$ cat src/ptcs_pkg.sv
// Package for the pullup charge-time capacitive sensor.
// Widths, limits, register and status codes, FSM state type and the
// command/status structs between controller and datapath. No dependencies.
`default_nettype none

package ptcs_pkg;

  localparam int TOTAL_W  = 48;  // accumulated charge ticks
  localparam int PASS_W   = 32;  // calibration pass counter, baseline
  localparam int COUNT_W  = 16;  // sample count, cycle index
  localparam int MS_W     = 16;  // elapsed milliseconds
  localparam int CHARGE_W = 13;  // ticks within one charge cycle
  localparam int LIM_W    = 25;  // sample count * CAL_FACTOR
  localparam int PROD_W   = LIM_W + PASS_W;
  localparam int READ_W   = 30;
  localparam int ADDR_W   = 3;
  localparam int DATA_W   = 32;
  localparam int DIV_CNT_W = 6;

  localparam logic [CHARGE_W-1:0] READ_CHARGE_LIMIT = 13'd5000;
  localparam logic [CHARGE_W-1:0] CAL_CHARGE_LIMIT  = 13'd500;
  localparam logic [8:0]          CAL_FACTOR        = 9'd450;

  localparam logic [TOTAL_W-1:0] TOTAL_MAX = {TOTAL_W{1'b1}};
  localparam logic [PASS_W-1:0]  PASS_MAX  = {PASS_W{1'b1}};
  localparam logic [MS_W-1:0]    MS_MAX    = {MS_W{1'b1}};
  localparam logic [DIV_CNT_W-1:0] DIV_LAST = DIV_CNT_W'(TOTAL_W - 1);

  // register select is paddr[2]
  localparam logic REG_IDX_WINDOW = 1'b0;
  localparam logic REG_IDX_CLAMP  = 1'b1;
  localparam logic [MS_W-1:0] WINDOW_RESET = 16'd200;

  localparam logic [1:0] STATUS_NONE    = 2'd0;
  localparam logic [1:0] STATUS_OK      = 2'd1;
  localparam logic [1:0] STATUS_TIMEOUT = 2'd2;

  typedef enum logic [2:0] {
    ST_IDLE,
    ST_CAL_CHARGE,
    ST_CAL_DIS,
    ST_RD_CHARGE,
    ST_RD_DIS,
    ST_CAL_MUL,
    ST_CAL_CMP,
    ST_CAL_DIV
  } ptcs_state_t;

  typedef struct packed {
    logic count_ms;
    logic setup_cal;
    logic setup_read;
    logic charge;
    logic lim_cal;
    logic discharge;
    logic pass_end;
    logic mul;
    logic fail_set;
    logic fail_clr;
    logic div_start;
    logic base_load;
    logic emit;
    logic res_pin;
    logic res_done;
  } ptcs_cmd_t;

  typedef struct packed {
    logic need_cal;
    logic cycle_done;
    logic cycle_last;
    logic full_cal;
    logic full_rd;
    logic window_done;
    logic cal_over;
    logic div_busy;
  } ptcs_stat_t;

endpackage

`default_nettype wire

$ cat src/ptcs_div.sv
// Iterative restoring divider: 48-bit dividend by 32-bit divisor,
// one quotient bit per cycle, low 32 quotient bits out. Uses ptcs_pkg.
`default_nettype none

module ptcs_div import ptcs_pkg::*; (
  input  wire logic              clk,
  input  wire logic              rst,
  input  wire logic              start,
  input  wire logic [TOTAL_W-1:0] dividend,
  input  wire logic [PASS_W-1:0]  divisor,
  output logic                   busy,
  output logic [PASS_W-1:0]      quotient
);

  logic                 running;
  logic [DIV_CNT_W-1:0] step_cnt;
  logic [PASS_W-1:0]    rem;
  logic [TOTAL_W-1:0]   dq;
  logic [PASS_W:0]      rem_sh;
  logic [PASS_W:0]      rem_dif;
  logic                 fits;

  assign rem_sh  = {rem, dq[TOTAL_W-1]};
  assign fits    = rem_sh >= {1'b0, divisor};
  assign rem_dif = rem_sh - {1'b0, divisor};

  always_ff @(posedge clk) begin
    if (rst) begin
      running  <= 1'b0;
      step_cnt <= '0;
    end else if (start) begin
      running  <= 1'b1;
      step_cnt <= '0;
    end else if (running) begin
      step_cnt <= step_cnt + 1'b1;
      if (step_cnt == DIV_LAST) begin
        running <= 1'b0;
      end
    end
  end

  always_ff @(posedge clk) begin
    if (start) begin
      rem <= '0;
      dq  <= dividend;
    end else if (running) begin
      rem <= fits ? rem_dif[PASS_W-1:0] : rem_sh[PASS_W-1:0];
      dq  <= {dq[TOTAL_W-2:0], fits};
    end
  end

  assign busy     = running;
  assign quotient = dq[PASS_W-1:0];

endmodule

`default_nettype wire

$ cat src/ptcs_dp.sv
// Datapath: charge counters, totals, calibration state, limit multiplier,
// baseline divider and the result register. Uses ptcs_pkg, ptcs_div.
`default_nettype none

module ptcs_dp import ptcs_pkg::*; (
  input  wire logic               clk,
  input  wire logic               rst,
  input  wire ptcs_cmd_t          ctl,
  output ptcs_stat_t              stat,
  input  wire logic [COUNT_W-1:0] sample_count,
  input  wire logic               pin_high,
  input  wire logic               ms_tick,
  input  wire logic [MS_W-1:0]    window_ms,
  input  wire logic               clamp_neg,
  output logic                    res_pin,
  output logic                    res_done,
  output logic signed [READ_W-1:0] res_reading,
  output logic [1:0]              res_status,
  output logic                    res_cal_failed
);

  logic [CHARGE_W-1:0] charge_ticks;
  logic [COUNT_W-1:0]  cycle_index;
  logic [TOTAL_W-1:0]  tick_total;
  logic [PASS_W-1:0]   pass_count;
  logic [MS_W-1:0]     elapsed_ms;
  logic [PASS_W-1:0]   baseline;
  logic                calibrated;
  logic [COUNT_W-1:0]  last_count;
  logic [LIM_W-1:0]    read_limit;   // last_count * CAL_FACTOR
  logic [PROD_W-1:0]   cal_limit;    // read_limit * pass_count
  logic                cal_fail_flag;

  logic [CHARGE_W-1:0] ct_inc;
  logic [CHARGE_W-1:0] lim;
  logic                full;
  logic [CHARGE_W-1:0] add_val;
  logic [TOTAL_W:0]    sum;
  logic [TOTAL_W-1:0]  total_sat;
  logic [COUNT_W:0]    idx_inc;
  logic [MS_W-1:0]     elapsed_inc;
  logic                flag_next;
  logic                timeout;
  logic [TOTAL_W:0]    diff;
  logic [READ_W-1:0]   read_val;
  logic                div_busy;
  logic [PASS_W-1:0]   quotient;

  ptcs_div u_div (
    .clk      (clk),
    .rst      (rst),
    .start    (ctl.div_start),
    .dividend (tick_total),
    .divisor  (pass_count),
    .busy     (div_busy),
    .quotient (quotient)
  );

  assign ct_inc  = charge_ticks + 1'b1;
  assign lim     = ctl.lim_cal ? CAL_CHARGE_LIMIT : READ_CHARGE_LIMIT;
  assign full    = ct_inc >= lim;
  assign add_val = pin_high ? charge_ticks : lim;
  assign sum     = {1'b0, tick_total} + {{(TOTAL_W+1-CHARGE_W){1'b0}}, add_val};
  assign total_sat = sum[TOTAL_W] ? TOTAL_MAX : sum[TOTAL_W-1:0];
  assign idx_inc = {1'b0, cycle_index} + 1'b1;
  assign elapsed_inc = (ms_tick && elapsed_ms != MS_MAX) ? elapsed_ms + 1'b1 : elapsed_ms;

  assign stat.need_cal    = !calibrated || sample_count != last_count;
  assign stat.cycle_done  = cycle_index >= last_count;
  assign stat.cycle_last  = idx_inc >= {1'b0, last_count};
  assign stat.full_cal    = ct_inc >= CAL_CHARGE_LIMIT;
  assign stat.full_rd     = ct_inc >= READ_CHARGE_LIMIT;
  assign stat.window_done = elapsed_inc >= window_ms;
  assign stat.cal_over    = {{(PROD_W-TOTAL_W){1'b0}}, tick_total} >= cal_limit;
  assign stat.div_busy    = div_busy;

  always_comb begin
    flag_next = cal_fail_flag;
    if (ctl.fail_set) begin
      flag_next = 1'b1;
    end else if (ctl.fail_clr) begin
      flag_next = 1'b0;
    end
  end

  // reading at the end of a read pass
  assign timeout = tick_total >= {{(TOTAL_W-LIM_W){1'b0}}, read_limit};
  assign diff    = {1'b0, tick_total} - {{(TOTAL_W+1-PASS_W){1'b0}}, baseline};
  assign read_val = (clamp_neg && diff[TOTAL_W]) ? '0 : diff[READ_W-1:0];

  always_ff @(posedge clk) begin
    if (rst) begin
      charge_ticks  <= '0;
      cycle_index   <= '0;
      tick_total    <= '0;
      pass_count    <= '0;
      elapsed_ms    <= '0;
      baseline      <= '0;
      calibrated    <= 1'b0;
      last_count    <= '0;
      read_limit    <= '0;
      cal_fail_flag <= 1'b0;
    end else begin
      cal_fail_flag <= flag_next;

      if (ctl.setup_cal) begin
        last_count <= sample_count;
        read_limit <= LIM_W'({9'b0, sample_count} * {16'b0, CAL_FACTOR});
        calibrated <= 1'b1;
        pass_count <= '0;
      end else if (ctl.pass_end && pass_count != PASS_MAX) begin
        pass_count <= pass_count + 1'b1;
      end

      if (ctl.setup_cal) begin
        elapsed_ms <= '0;
      end else if (ctl.count_ms) begin
        elapsed_ms <= elapsed_inc;
      end

      if (ctl.setup_cal || ctl.setup_read) begin
        tick_total <= '0;
      end else if (ctl.charge && (pin_high || full)) begin
        tick_total <= total_sat;
      end

      priority if (ctl.setup_cal || ctl.setup_read || ctl.pass_end) begin
        cycle_index <= '0;
      end else if (ctl.discharge) begin
        cycle_index <= idx_inc[COUNT_W-1:0];
      end

      priority if (ctl.setup_cal || ctl.setup_read || ctl.pass_end || ctl.discharge) begin
        charge_ticks <= '0;
      end else if (ctl.charge && !pin_high) begin
        charge_ticks <= ct_inc;
      end

      if (ctl.base_load) begin
        baseline <= quotient;
      end
    end
  end

  always_ff @(posedge clk) begin
    if (ctl.mul) begin
      cal_limit <= {{(PROD_W-LIM_W){1'b0}}, read_limit} * {{(PROD_W-PASS_W){1'b0}}, pass_count};
    end
  end

  // result register
  always_ff @(posedge clk) begin
    if (ctl.emit) begin
      res_pin        <= ctl.res_pin;
      res_done       <= ctl.res_done;
      res_cal_failed <= flag_next;
      if (!ctl.res_done) begin
        res_reading <= '0;
        res_status  <= STATUS_NONE;
      end else if (timeout) begin
        res_reading <= '1;
        res_status  <= STATUS_TIMEOUT;
      end else begin
        res_reading <= read_val;
        res_status  <= STATUS_OK;
      end
    end
  end

endmodule

`default_nettype wire

$ cat src/ptcs_ctrl.sv
// Controller FSM: sequences calibration passes, read passes and the
// end-of-calibration multiply/compare/divide. Uses ptcs_pkg.
`default_nettype none

module ptcs_ctrl import ptcs_pkg::*; (
  input  wire logic       clk,
  input  wire logic       rst,
  input  wire logic       accept,
  input  wire logic       cmd,
  input  wire logic       pin_high,
  input  wire ptcs_stat_t stat,
  output ptcs_cmd_t       ctl,
  output logic            busy
);

  ptcs_state_t state, state_next;

  always_ff @(posedge clk) begin
    if (rst) begin
      state <= ST_IDLE;
    end else begin
      state <= state_next;
    end
  end

  always_comb begin
    ctl        = '0;
    state_next = state;
    busy       = 1'b0;
    unique case (state)
      ST_IDLE: begin
        if (accept) begin
          ctl.emit = 1'b1;
          if (cmd) begin
            if (stat.need_cal) begin
              ctl.setup_cal = 1'b1;
              state_next    = ST_CAL_CHARGE;
            end else begin
              ctl.setup_read = 1'b1;
              state_next     = ST_RD_CHARGE;
            end
          end
        end
      end
      ST_CAL_CHARGE: begin
        if (accept) begin
          ctl.count_ms = 1'b1;
          ctl.emit     = 1'b1;
          if (stat.cycle_done) begin
            ctl.pass_end = 1'b1;
            if (stat.window_done) begin
              ctl.emit   = 1'b0;
              state_next = ST_CAL_MUL;
            end
          end else begin
            ctl.charge  = 1'b1;
            ctl.lim_cal = 1'b1;
            ctl.res_pin = 1'b1;
            if (pin_high || stat.full_cal) begin
              state_next = ST_CAL_DIS;
            end
          end
        end
      end
      ST_CAL_DIS: begin
        if (accept) begin
          ctl.count_ms  = 1'b1;
          ctl.emit      = 1'b1;
          ctl.discharge = 1'b1;
          if (stat.cycle_last) begin
            ctl.pass_end = 1'b1;
            if (stat.window_done) begin
              ctl.emit   = 1'b0;
              state_next = ST_CAL_MUL;
            end else begin
              state_next = ST_CAL_CHARGE;
            end
          end else begin
            state_next = ST_CAL_CHARGE;
          end
        end
      end
      ST_RD_CHARGE: begin
        if (accept) begin
          ctl.emit = 1'b1;
          if (stat.cycle_done) begin
            ctl.res_done = 1'b1;
            state_next   = ST_IDLE;
          end else begin
            ctl.charge  = 1'b1;
            ctl.res_pin = 1'b1;
            if (pin_high || stat.full_rd) begin
              state_next = ST_RD_DIS;
            end
          end
        end
      end
      ST_RD_DIS: begin
        if (accept) begin
          ctl.emit      = 1'b1;
          ctl.discharge = 1'b1;
          if (stat.cycle_last) begin
            ctl.res_done = 1'b1;
            state_next   = ST_IDLE;
          end else begin
            state_next = ST_RD_CHARGE;
          end
        end
      end
      ST_CAL_MUL: begin
        busy       = 1'b1;
        ctl.mul    = 1'b1;
        state_next = ST_CAL_CMP;
      end
      ST_CAL_CMP: begin
        busy = 1'b1;
        if (stat.cal_over) begin
          ctl.fail_set   = 1'b1;
          ctl.setup_read = 1'b1;
          ctl.emit       = 1'b1;
          state_next     = ST_RD_CHARGE;
        end else begin
          ctl.fail_clr  = 1'b1;
          ctl.div_start = 1'b1;
          state_next    = ST_CAL_DIV;
        end
      end
      ST_CAL_DIV: begin
        busy = 1'b1;
        if (!stat.div_busy) begin
          ctl.base_load  = 1'b1;
          ctl.setup_read = 1'b1;
          ctl.emit       = 1'b1;
          state_next     = ST_RD_CHARGE;
        end
      end
      default: begin
        state_next = ST_IDLE;
      end
    endcase
  end

endmodule

`default_nettype wire

$ cat src/pullup_charge_time_cap_sensor.sv
// Top level of the pullup charge-time capacitive sensor: APB registers,
// stream handshake and result valid. Uses ptcs_pkg, ptcs_ctrl, ptcs_dp.
`default_nettype none

// Each input transfer is one sampling tick (or a start command) and yields
// exactly one result transfer. A start measures the time the sense pin
// takes to charge through its pullup, sample_count times; the block first
// calibrates a baseline when uncalibrated or when the count changes, running
// whole passes until calibrate_window_ms milliseconds (counted from ms_tick)
// have passed. Throughput is one tick per clock while out_stall is low. The
// exception is the tick that closes calibration: a 25x32 limit multiply and
// compare (ST_CAL_MUL, ST_CAL_CMP) hold in_stall, and when calibration
// succeeds the 48-bit restoring divider that forms the baseline holds it in
// ST_CAL_DIV, one quotient bit a cycle. Results sit in an output register, so
// a new tick is taken in the cycle a pending result is transferred. Registers:
// 0x0 calibrate_window_ms, 0x4 clamp_negative; writes only while idle.

module pullup_charge_time_cap_sensor import ptcs_pkg::*; (
  input  wire logic               clk,
  input  wire logic               rst,
  // configuration
  input  wire logic               psel,
  input  wire logic               penable,
  input  wire logic               pwrite,
  input  wire logic [ADDR_W-1:0]  paddr,
  input  wire logic [DATA_W-1:0]  pwdata,
  output logic [DATA_W-1:0]       prdata,
  output logic                    pready,
  // input channel
  input  wire logic               in_valid,
  output logic                    in_stall,
  input  wire logic               cmd,
  input  wire logic [COUNT_W-1:0] sample_count,
  input  wire logic               pin_high,
  input  wire logic               ms_tick,
  // result channel
  output logic                    out_valid,
  input  wire logic               out_stall,
  output logic                    pin_release,
  output logic                    done_res,
  output logic signed [READ_W-1:0] reading,
  output logic [1:0]              status,
  output logic                    cal_failed
);

  logic [MS_W-1:0] window_ms;
  logic            clamp_neg;
  logic            wr_en;
  logic            accept;
  logic            busy;
  ptcs_cmd_t       ctl;
  ptcs_stat_t      stat;

  // APB: zero wait states, register picked by paddr[2]
  assign pready = 1'b1;
  assign wr_en  = psel && penable && pwrite;

  always_ff @(posedge clk) begin
    if (rst) begin
      window_ms <= WINDOW_RESET;
      clamp_neg <= 1'b0;
    end else if (wr_en) begin
      unique case (paddr[2])
        REG_IDX_WINDOW: window_ms <= pwdata[MS_W-1:0];
        REG_IDX_CLAMP:  clamp_neg <= pwdata[0];
        default: ;
      endcase
    end
  end

  always_comb begin
    unique case (paddr[2])
      REG_IDX_WINDOW: prdata = {{(DATA_W-MS_W){1'b0}}, window_ms};
      REG_IDX_CLAMP:  prdata = {{(DATA_W-1){1'b0}}, clamp_neg};
      default:        prdata = '0;
    endcase
  end

  // stall while the end-of-calibration arithmetic runs, or while a result
  // is still held by the downstream side
  assign in_stall = busy || (out_valid && out_stall);
  assign accept   = in_valid && !in_stall;

  always_ff @(posedge clk) begin
    if (rst) begin
      out_valid <= 1'b0;
    end else if (ctl.emit) begin
      out_valid <= 1'b1;
    end else if (!out_stall) begin
      out_valid <= 1'b0;
    end
  end

  ptcs_ctrl u_ctrl (
    .clk      (clk),
    .rst      (rst),
    .accept   (accept),
    .cmd      (cmd),
    .pin_high (pin_high),
    .stat     (stat),
    .ctl      (ctl),
    .busy     (busy)
  );

  ptcs_dp u_dp (
    .clk            (clk),
    .rst            (rst),
    .ctl            (ctl),
    .stat           (stat),
    .sample_count   (sample_count),
    .pin_high       (pin_high),
    .ms_tick        (ms_tick),
    .window_ms      (window_ms),
    .clamp_neg      (clamp_neg),
    .res_pin        (pin_release),
    .res_done       (done_res),
    .res_reading    (reading),
    .res_status     (status),
    .res_cal_failed (cal_failed)
  );

endmodule

`default_nettype wire

$ cat config.mk
export PLATFORM = sky130hd
export DESIGN_NAME = pullup_charge_time_cap_sensor
export DESIGN_NICKNAME = d
export VERILOG_FILES = /design/src/ptcs_pkg.sv /design/src/ptcs_div.sv /design/src/ptcs_dp.sv /design/src/ptcs_ctrl.sv /design/src/pullup_charge_time_cap_sensor.sv
export SDC_FILE = /design/constraint.sdc
export NUM_CORES = 2
export LEC_CHECK = 0
export ABC_AREA = 1
export CORE_UTILIZATION = 40
export CTS_CLUSTER_DIAMETER = 30
export DETAILED_ROUTE_END_ITERATION = 7
export DONT_BUFFER_PORTS = 1
export PLACE_DENSITY = 0.61
export SLEW_MARGIN = 10
export SYNTH_ARGS = -nofsm -noshare
export SYNTH_HDL_FRONTEND = slang
export SYNTH_SLANG_ARGS = --single-unit
$ cat constraint.sdc
create_clock -name clk -period 15.7 [get_ports clk]
set_clock_uncertainty 0.1 [all_clocks]
set_input_delay 0 -clock clk [delete_from_list [all_inputs] [get_ports clk]]
set_output_delay 0 -clock clk [all_outputs]
set_load 0.01 [all_outputs]
# [After elaboration in Yosys (flattened, before gate mapping)]
# Cells that the tools add are included.
# Widths: inputs -> output; s select.
[word_totals] wordCells=173 mem_bits_rw=0 memories=0 out_inout_bits=70 latch_bits=0 register_bits=398 rom_bits=0 inputBits=61
[op_classes] n_bitwise=1 n_reduce_logical=33 order_cmp=9 mul=2 eq_ne=22 shift=0 n_div=0 mux=74 add_sub_neg=8
[op_table] cell="$mux 48" count=3
[op_table] cell="$pmux 32 s2" count=1
[op_table] cell="$mux 30" count=2
[op_table] cell="$ge 48x57->1" count=1
[op_table] cell="$mul 24x32->56" count=1
[op_table] cell="$mux 3" count=17
[op_table] cell="$add 48x13->49" count=1
[op_table] cell="$sub 48x32->49" count=1
[op_table] cell="$ge 48x25->1" count=1
[op_table] cell="$ge 33x32->1" count=1
[op_table] cell="$add 32x1->32 const B" count=1
[op_table] cell="$ge 16x16->1" count=2
[op_table] cell="$mux 32" count=1
[op_table] cell="$ne 32x32->1 const B" count=1
[op_table] cell="$sub 32x32->32" count=1
[op_table] cell="$mux 1" count=28
[op_table] cell="$mux 13" count=2
[op_table] cell="$mul 16x8->24 const B" count=1
[op_table] cell="$pmux 3 s8" count=1
[op_table] cell="$mux 2" count=11
[op_table] cell="$add 16x1->17 const B" count=1
[op_table] cell="$ge 17x16->1" count=1
[op_table] cell="$add 16x1->16 const B" count=1
[op_table] cell="$mux 16" count=1
[op_table] cell="other kinds (28)" count=67

# [Logic depth before layout (Yosys ltp)]
[logic_depth] ltp_word=12 mapped_depth=31 mapped_depth_nobuf=29

# [By module]
# A second synthesis with hierarchy kept.
[unflattened] cells_unflattened=7896 area_unflattened_um2=56211.4
[by_module_without_submodules] module="ptcs_dp" instances=1 cells_each=6572 seq_area_each_um2=6616.3 area_each_um2=47764.6
[by_module_without_submodules] module="ptcs_div" instances=1 cells_each=1062 seq_area_each_um2=2222.1 area_each_um2=6826.5
[by_module_without_submodules] module="pullup_charge_time_cap_sensor" instances=1 cells_each=169 seq_area_each_um2=360.3 area_each_um2=1138.6
[by_module_without_submodules] module="ptcs_ctrl" instances=1 cells_each=93 seq_area_each_um2=60.1 area_each_um2=481.7

# [Least setup slack after synthesis]
# No wires, ideal clock.
[synth_path] kind="reg2reg" start="register u_dp.pass_count[14]" end="register u_dp.cal_limit[35], data pin" required_time_ns=15.340 path_stages_with_launch=25 setup_time_ns=0.260 path_buffers=2 arrival_ns=6.247 path_slack_ns=9.093 path_cell_list="dfxtp_1 -> buf_1 -> buf_1 -> nand2_1 -> fa_1 -> inv_1 -> fa_1 -> inv_1 -> fa_1 -> fa_1 -> inv_1 -> fa_1 -> fa_1 -> inv_1 -> fa_1 -> inv_1 -> ha_1 -> a21oi_1 -> o21ai_0 -> nor2_1 -> a21boi_1 -> o21ai_0 -> nand2_1 -> nand2_1 -> xor2_1"
[synth_between] elab_chain_cells=1
[synth_lines] item="start: declaration" line="ptcs_dp.sv:25" rtl="logic [PASS_W-1:0] pass_count;"
[synth_lines] item="start signal: assignment" line="ptcs_dp.sv:112" rtl="pass_count <= pass_count + 1'b1;"
[synth_lines] item="$mul 24x32->56" line="ptcs_dp.sv:147" rtl="cal_limit <= {{(PROD_W-LIM_W){1'b0}}, read_limit} * {{(PROD_W-PASS_W){1'b0}}, pass_count};"
[synth_lines] item="end signal: assignment" line="ptcs_dp.sv:147"
[synth_lines] item="end: declaration" line="ptcs_dp.sv:31" rtl="logic [PROD_W-1:0] cal_limit;"
# Every way passes these cells.
# A chain may end at the register's enable or synchronous reset.

# [Worst setup path after layout]
[layout_path] start="register u_dp.pass_count[12]" end="register u_dp.cal_limit[39], data pin"
# Same word-level chain as after synthesis.

==> results.json <==
{
  "outcome": "finished, violations left",
  "violations": "design-rule violations",
  "required_ps": 15970,
  "synthCells": 7289,
  "die_area_sq_mm": 0.136,
  "syn_area_per_cell_sq_um": 7.40,
  "top_usage_layer": "met2",
  "clock_latency_ps": 670,
  "crit_type": "reg2reg",
  "hp-class": "in2reg",
  "worstHoldPathCells": 3,
  "synth_edf_count": 139,
  "synth-main-ff-cell": "dfxtp_1",
  "min_to": "window_ms[5]",
  "track_usage_pct": 23.9,
  "grt_pass1_wl_um": 260000,
  "hp-start": "pwdata[5]",
  "dp_hpwl_um": 122000,
  "synth.distinct_cells": 63,
  "syn_area_sq_mm": 0.0540,
  "root_buffer": "clkbuf_16",
  "ant_nets": 0,
  "async_flop_share_pct": 0,
  "r2r-end": "u_dp.cal_limit[39]",
  "ys_seq_elements": 393,
  "dieWidth_um": 369,
  "setup_viol": 0,
  "r2r_slack_ps": 7960,
  "chipHeight_um": 369,
  "seq_area_frac_synth_pct": 17.2,
  "setup_tns_ps": 0,
  "hold_ws_ps": 25.1,
  "final_core_util_pct": 44.4,
  "drive_above_1_share_pct": 4.26,
  "grt_max_degree": 66,
  "grtUsageMet1_pct": 31.7,
  "overflow": 0,
  "start_util_pct": 40.4,
  "viasPerCell": 5.10,
  "p_seq_share_pct": 23.7,
  "grt_pass1_vias": 47297,
  "r2r_start": "u_dp.pass_count[12]",
  "fin_crit_sh_pct": 49.3,
  "path_clk_slew_ps": 40,
  "use_met2_pct": 39.9,
  "path_max_fanout": 29,
  "rows": 134,
  "netSwitchingFraction_pct": 42.4,
  "firstDrtPassIters": 8,
  "r2r_cells": 23,
  "drv_slew": 0,
  "finalHoldViolCount": 0,
  "fmax_ghz": 0.129,
  "crit_path_end_kind": "register",
  "drt-total-wl_um": 161000,
  "p_per_area_mw_per_mm2": 92.7,
  "clockBufferDepth": 3,
  "comb_power_share_pct": 40.7,
  "ios": 131,
  "drt_iter0_drc": 3564,
  "vias": 46327,
  "drcViolationCount": 44,
  "ys_warn_count": 0,
  "cts_made_buffers": 94,
  "h-tree-depth": 3,
  "leakage_nw": 31.6,
  "rsz0062_at_grt": "no",
  "ir_drop_uv": 119,
  "cap_violations": 0,
  "antenna_found_initial": 0,
  "core_area_sq_mm": 0.134,
  "routabilityCongestion": 0.963,
  "netSwitchingPower_mw": 2.33,
  "cts_tree": "done",
  "nets": 8425,
  "worstPathArrival_ps": 8010,
  "wl_per_cell_um": 17.8,
  "clock_power_share_pct": 35.6,
  "intPower_mw": 3.16,
  "cts_resized": 0,
  "area_delta_synth_final_pct": 9.86,
  "grt_util_met3_pct": 2.91,
  "maxSlewHeadroom_pct": 28.4,
  "worstMarginPinSlew_ps": 1070,
  "cts.sinks": 393,
  "fin_crit_ps": 7740,
  "nFillCells": 13480,
  "worstSetupStartpointType": "register",
  "port_buffers": 0
}
## cells in the mapped netlist, drive strengths merged, types with 3 or more instances
cell / count / share of area [%]
o2111ai: 5 / 0.081
xor2: 143 / 2.3
nand2: 1742 / 12
a21oi: 379 / 3.5
nand4: 78 / 0.92
nand3: 278 / 2.6
o31ai: 3 / 0.042
inv: 1698 / 12
a31oi: 25 / 0.29
nor3: 72 / 0.75
and3: 5 / 0.058
o21a: 14 / 0.19
nor4: 31 / 0.39
a21o: 28 / 0.39
o21bai: 23 / 0.32
nand3b: 10 / 0.14
o22ai: 4 / 0.046
nor2: 450 / 3.2
o211ai: 27 / 0.38
mux2: 6 / 0.13
o21ai: 335 / 3.1
fa: 685 / 25
clkbuf: 155 / 1.1
buf: 153 / 1.5
ha: 451 / 10
dfxtp: 254 / 9.4
nor3b: 4 / 0.056
a21boi: 9 / 0.13
a221oi: 3 / 0.049
edfxtp: 139 / 7.7
a211oi: 5 / 0.070
or2: 6 / 0.070
xnor2: 56 / 0.91
## how the worst max path moves through the flow
stage | start | endpoint | slack (ps) | cells past startpoint
CTS | u_dp.pass_count[11] | u_dp.cal_limit[35] | 8010 | 24
global route | u_dp.pass_count[11] | u_dp.cal_limit[39] | 7690 | 23
floorplan | u_dp.pass_count[14] | u_dp.cal_limit[35] | 9090 | 24
global placement | u_dp.pass_count[11] | u_dp.cal_limit[35] | 8110 | 24
detailed placement | u_dp.pass_count[11] | u_dp.cal_limit[35] | 8050 | 24
finish | u_dp.pass_count[12] | u_dp.cal_limit[39] | 7960 | 23
## logic make-up after synthesis
| logic type | synth area share [%] |
|---|---|
| AO/OA/AOI/OAI | 8.75 |
| adder cells (fa/ha/maj) | 35.9 |
| XOR/XNOR | 3.23 |
| multiplexers | 0.162 |
| other | 0.0139 |
| buffers and inverters | 14.4 |
| flip-flops | 17.2 |
| AND/OR/NAND/NOR | 20.4 |
## per-layer routing
layer	part of all wire, %	vias to the layer above	wire length (um)
met2	47	1451	75000
met1	44	22518	70700
li1	-	22083	-
met5	0	-	0
met3	6.2	275	9930
met4	3.4	0	5460
## repair_timing
action,in CTS,in global routing
buffers inserted,0,0
endpoints found under the hold margin,163,0
hold buffers,72,0
## flip-flops by register name (all words and copies together) (netlist names), 16 cells and up
register	cells
u_dp.cal_limit	56
u_dp.tick_total	48
u_dp.u_div.dq	48
u_dp.baseline	32
u_dp.pass_count	32
u_dp.u_div.rem	32
u_dp.res_reading	30
u_dp.read_limit	19
u_dp.cycle_index	16
u_dp.elapsed_ms	16
u_dp.last_count	16
window_ms	16
## area by class of cell
| cell class | count | area, sq um | area share, % |
|---|---|---|---|
| diodes | 1 | 2.50 | 0.00422 |
| clock inverters | 58 | 641 | 1.08 |
| multi-input cells | 4904 | 37000 | 62.4 |
| clock buffers | 116 | 2580 | 4.35 |
| repair buffers | 136 | 1200 | 2.03 |
| well taps | 1768 | 2210 | 3.73 |
| flip-flops and latches | 393 | 9280 | 15.6 |
| inverters | 1699 | 6380 | 10.8 |
## stage by stage
step	setup WS, ps	std cells	total power [mW]	cell area (sq um)
after detailed placement	8050	8828	3.50	55300
after global routing	7690	9074	5.85	59300
after floorplan	9090	7304	2.91	54000
final	7960	9075	5.50	59300
after global placement	8110	8828	3.48	55300
after CTS	8010	9074	5.50	59300
## power by group through the flow
stage                     logic (mW)  clock network [mW]  registers [mW]
after floorplan                 1.62                   0            1.29
after global placement          2.16                   0            1.32
after detailed placement        2.19                   0            1.32
after CTS                       2.22                1.98            1.30
after global routing            2.49                2.04            1.32
final                           2.24                1.96            1.30
## critical path, stage by stage, from the launching register on
cell and delay [ps]:
dfxtp_2 1020, nand2_1 200, fa_1 560, inv_1 60, fa_1 550, inv_1 60
fa_1 460, fa_1 500, fa_1 490, inv_1 50, fa_1 530, inv_1 60
fa_1 590, inv_1 60, ha_1 370, nand2_1 150, inv_1 50, a21oi_1 210
nor2_1 70, nor2_1 220, a21boi_1 470, o21ai_0 250, a21oi_1 200, xnor2_1 120
## cell usage in the layout, fill, tap and decap left out, drive strengths merged, types with 31 or more instances in the layout
master	instances
nor3	72
a21oi	379
edfxtp	139
fa	685
nor2	450
inv	1709
nor4	31
dfxtp	254
buf	64
dlygate4sd3	72
nand3	278
o21ai	335
ha	451
clkbuf	116
xor2	143
xnor2	56
nand4	78
nand2	1742
No activity file was read; power rests on OpenSTA's default activity.
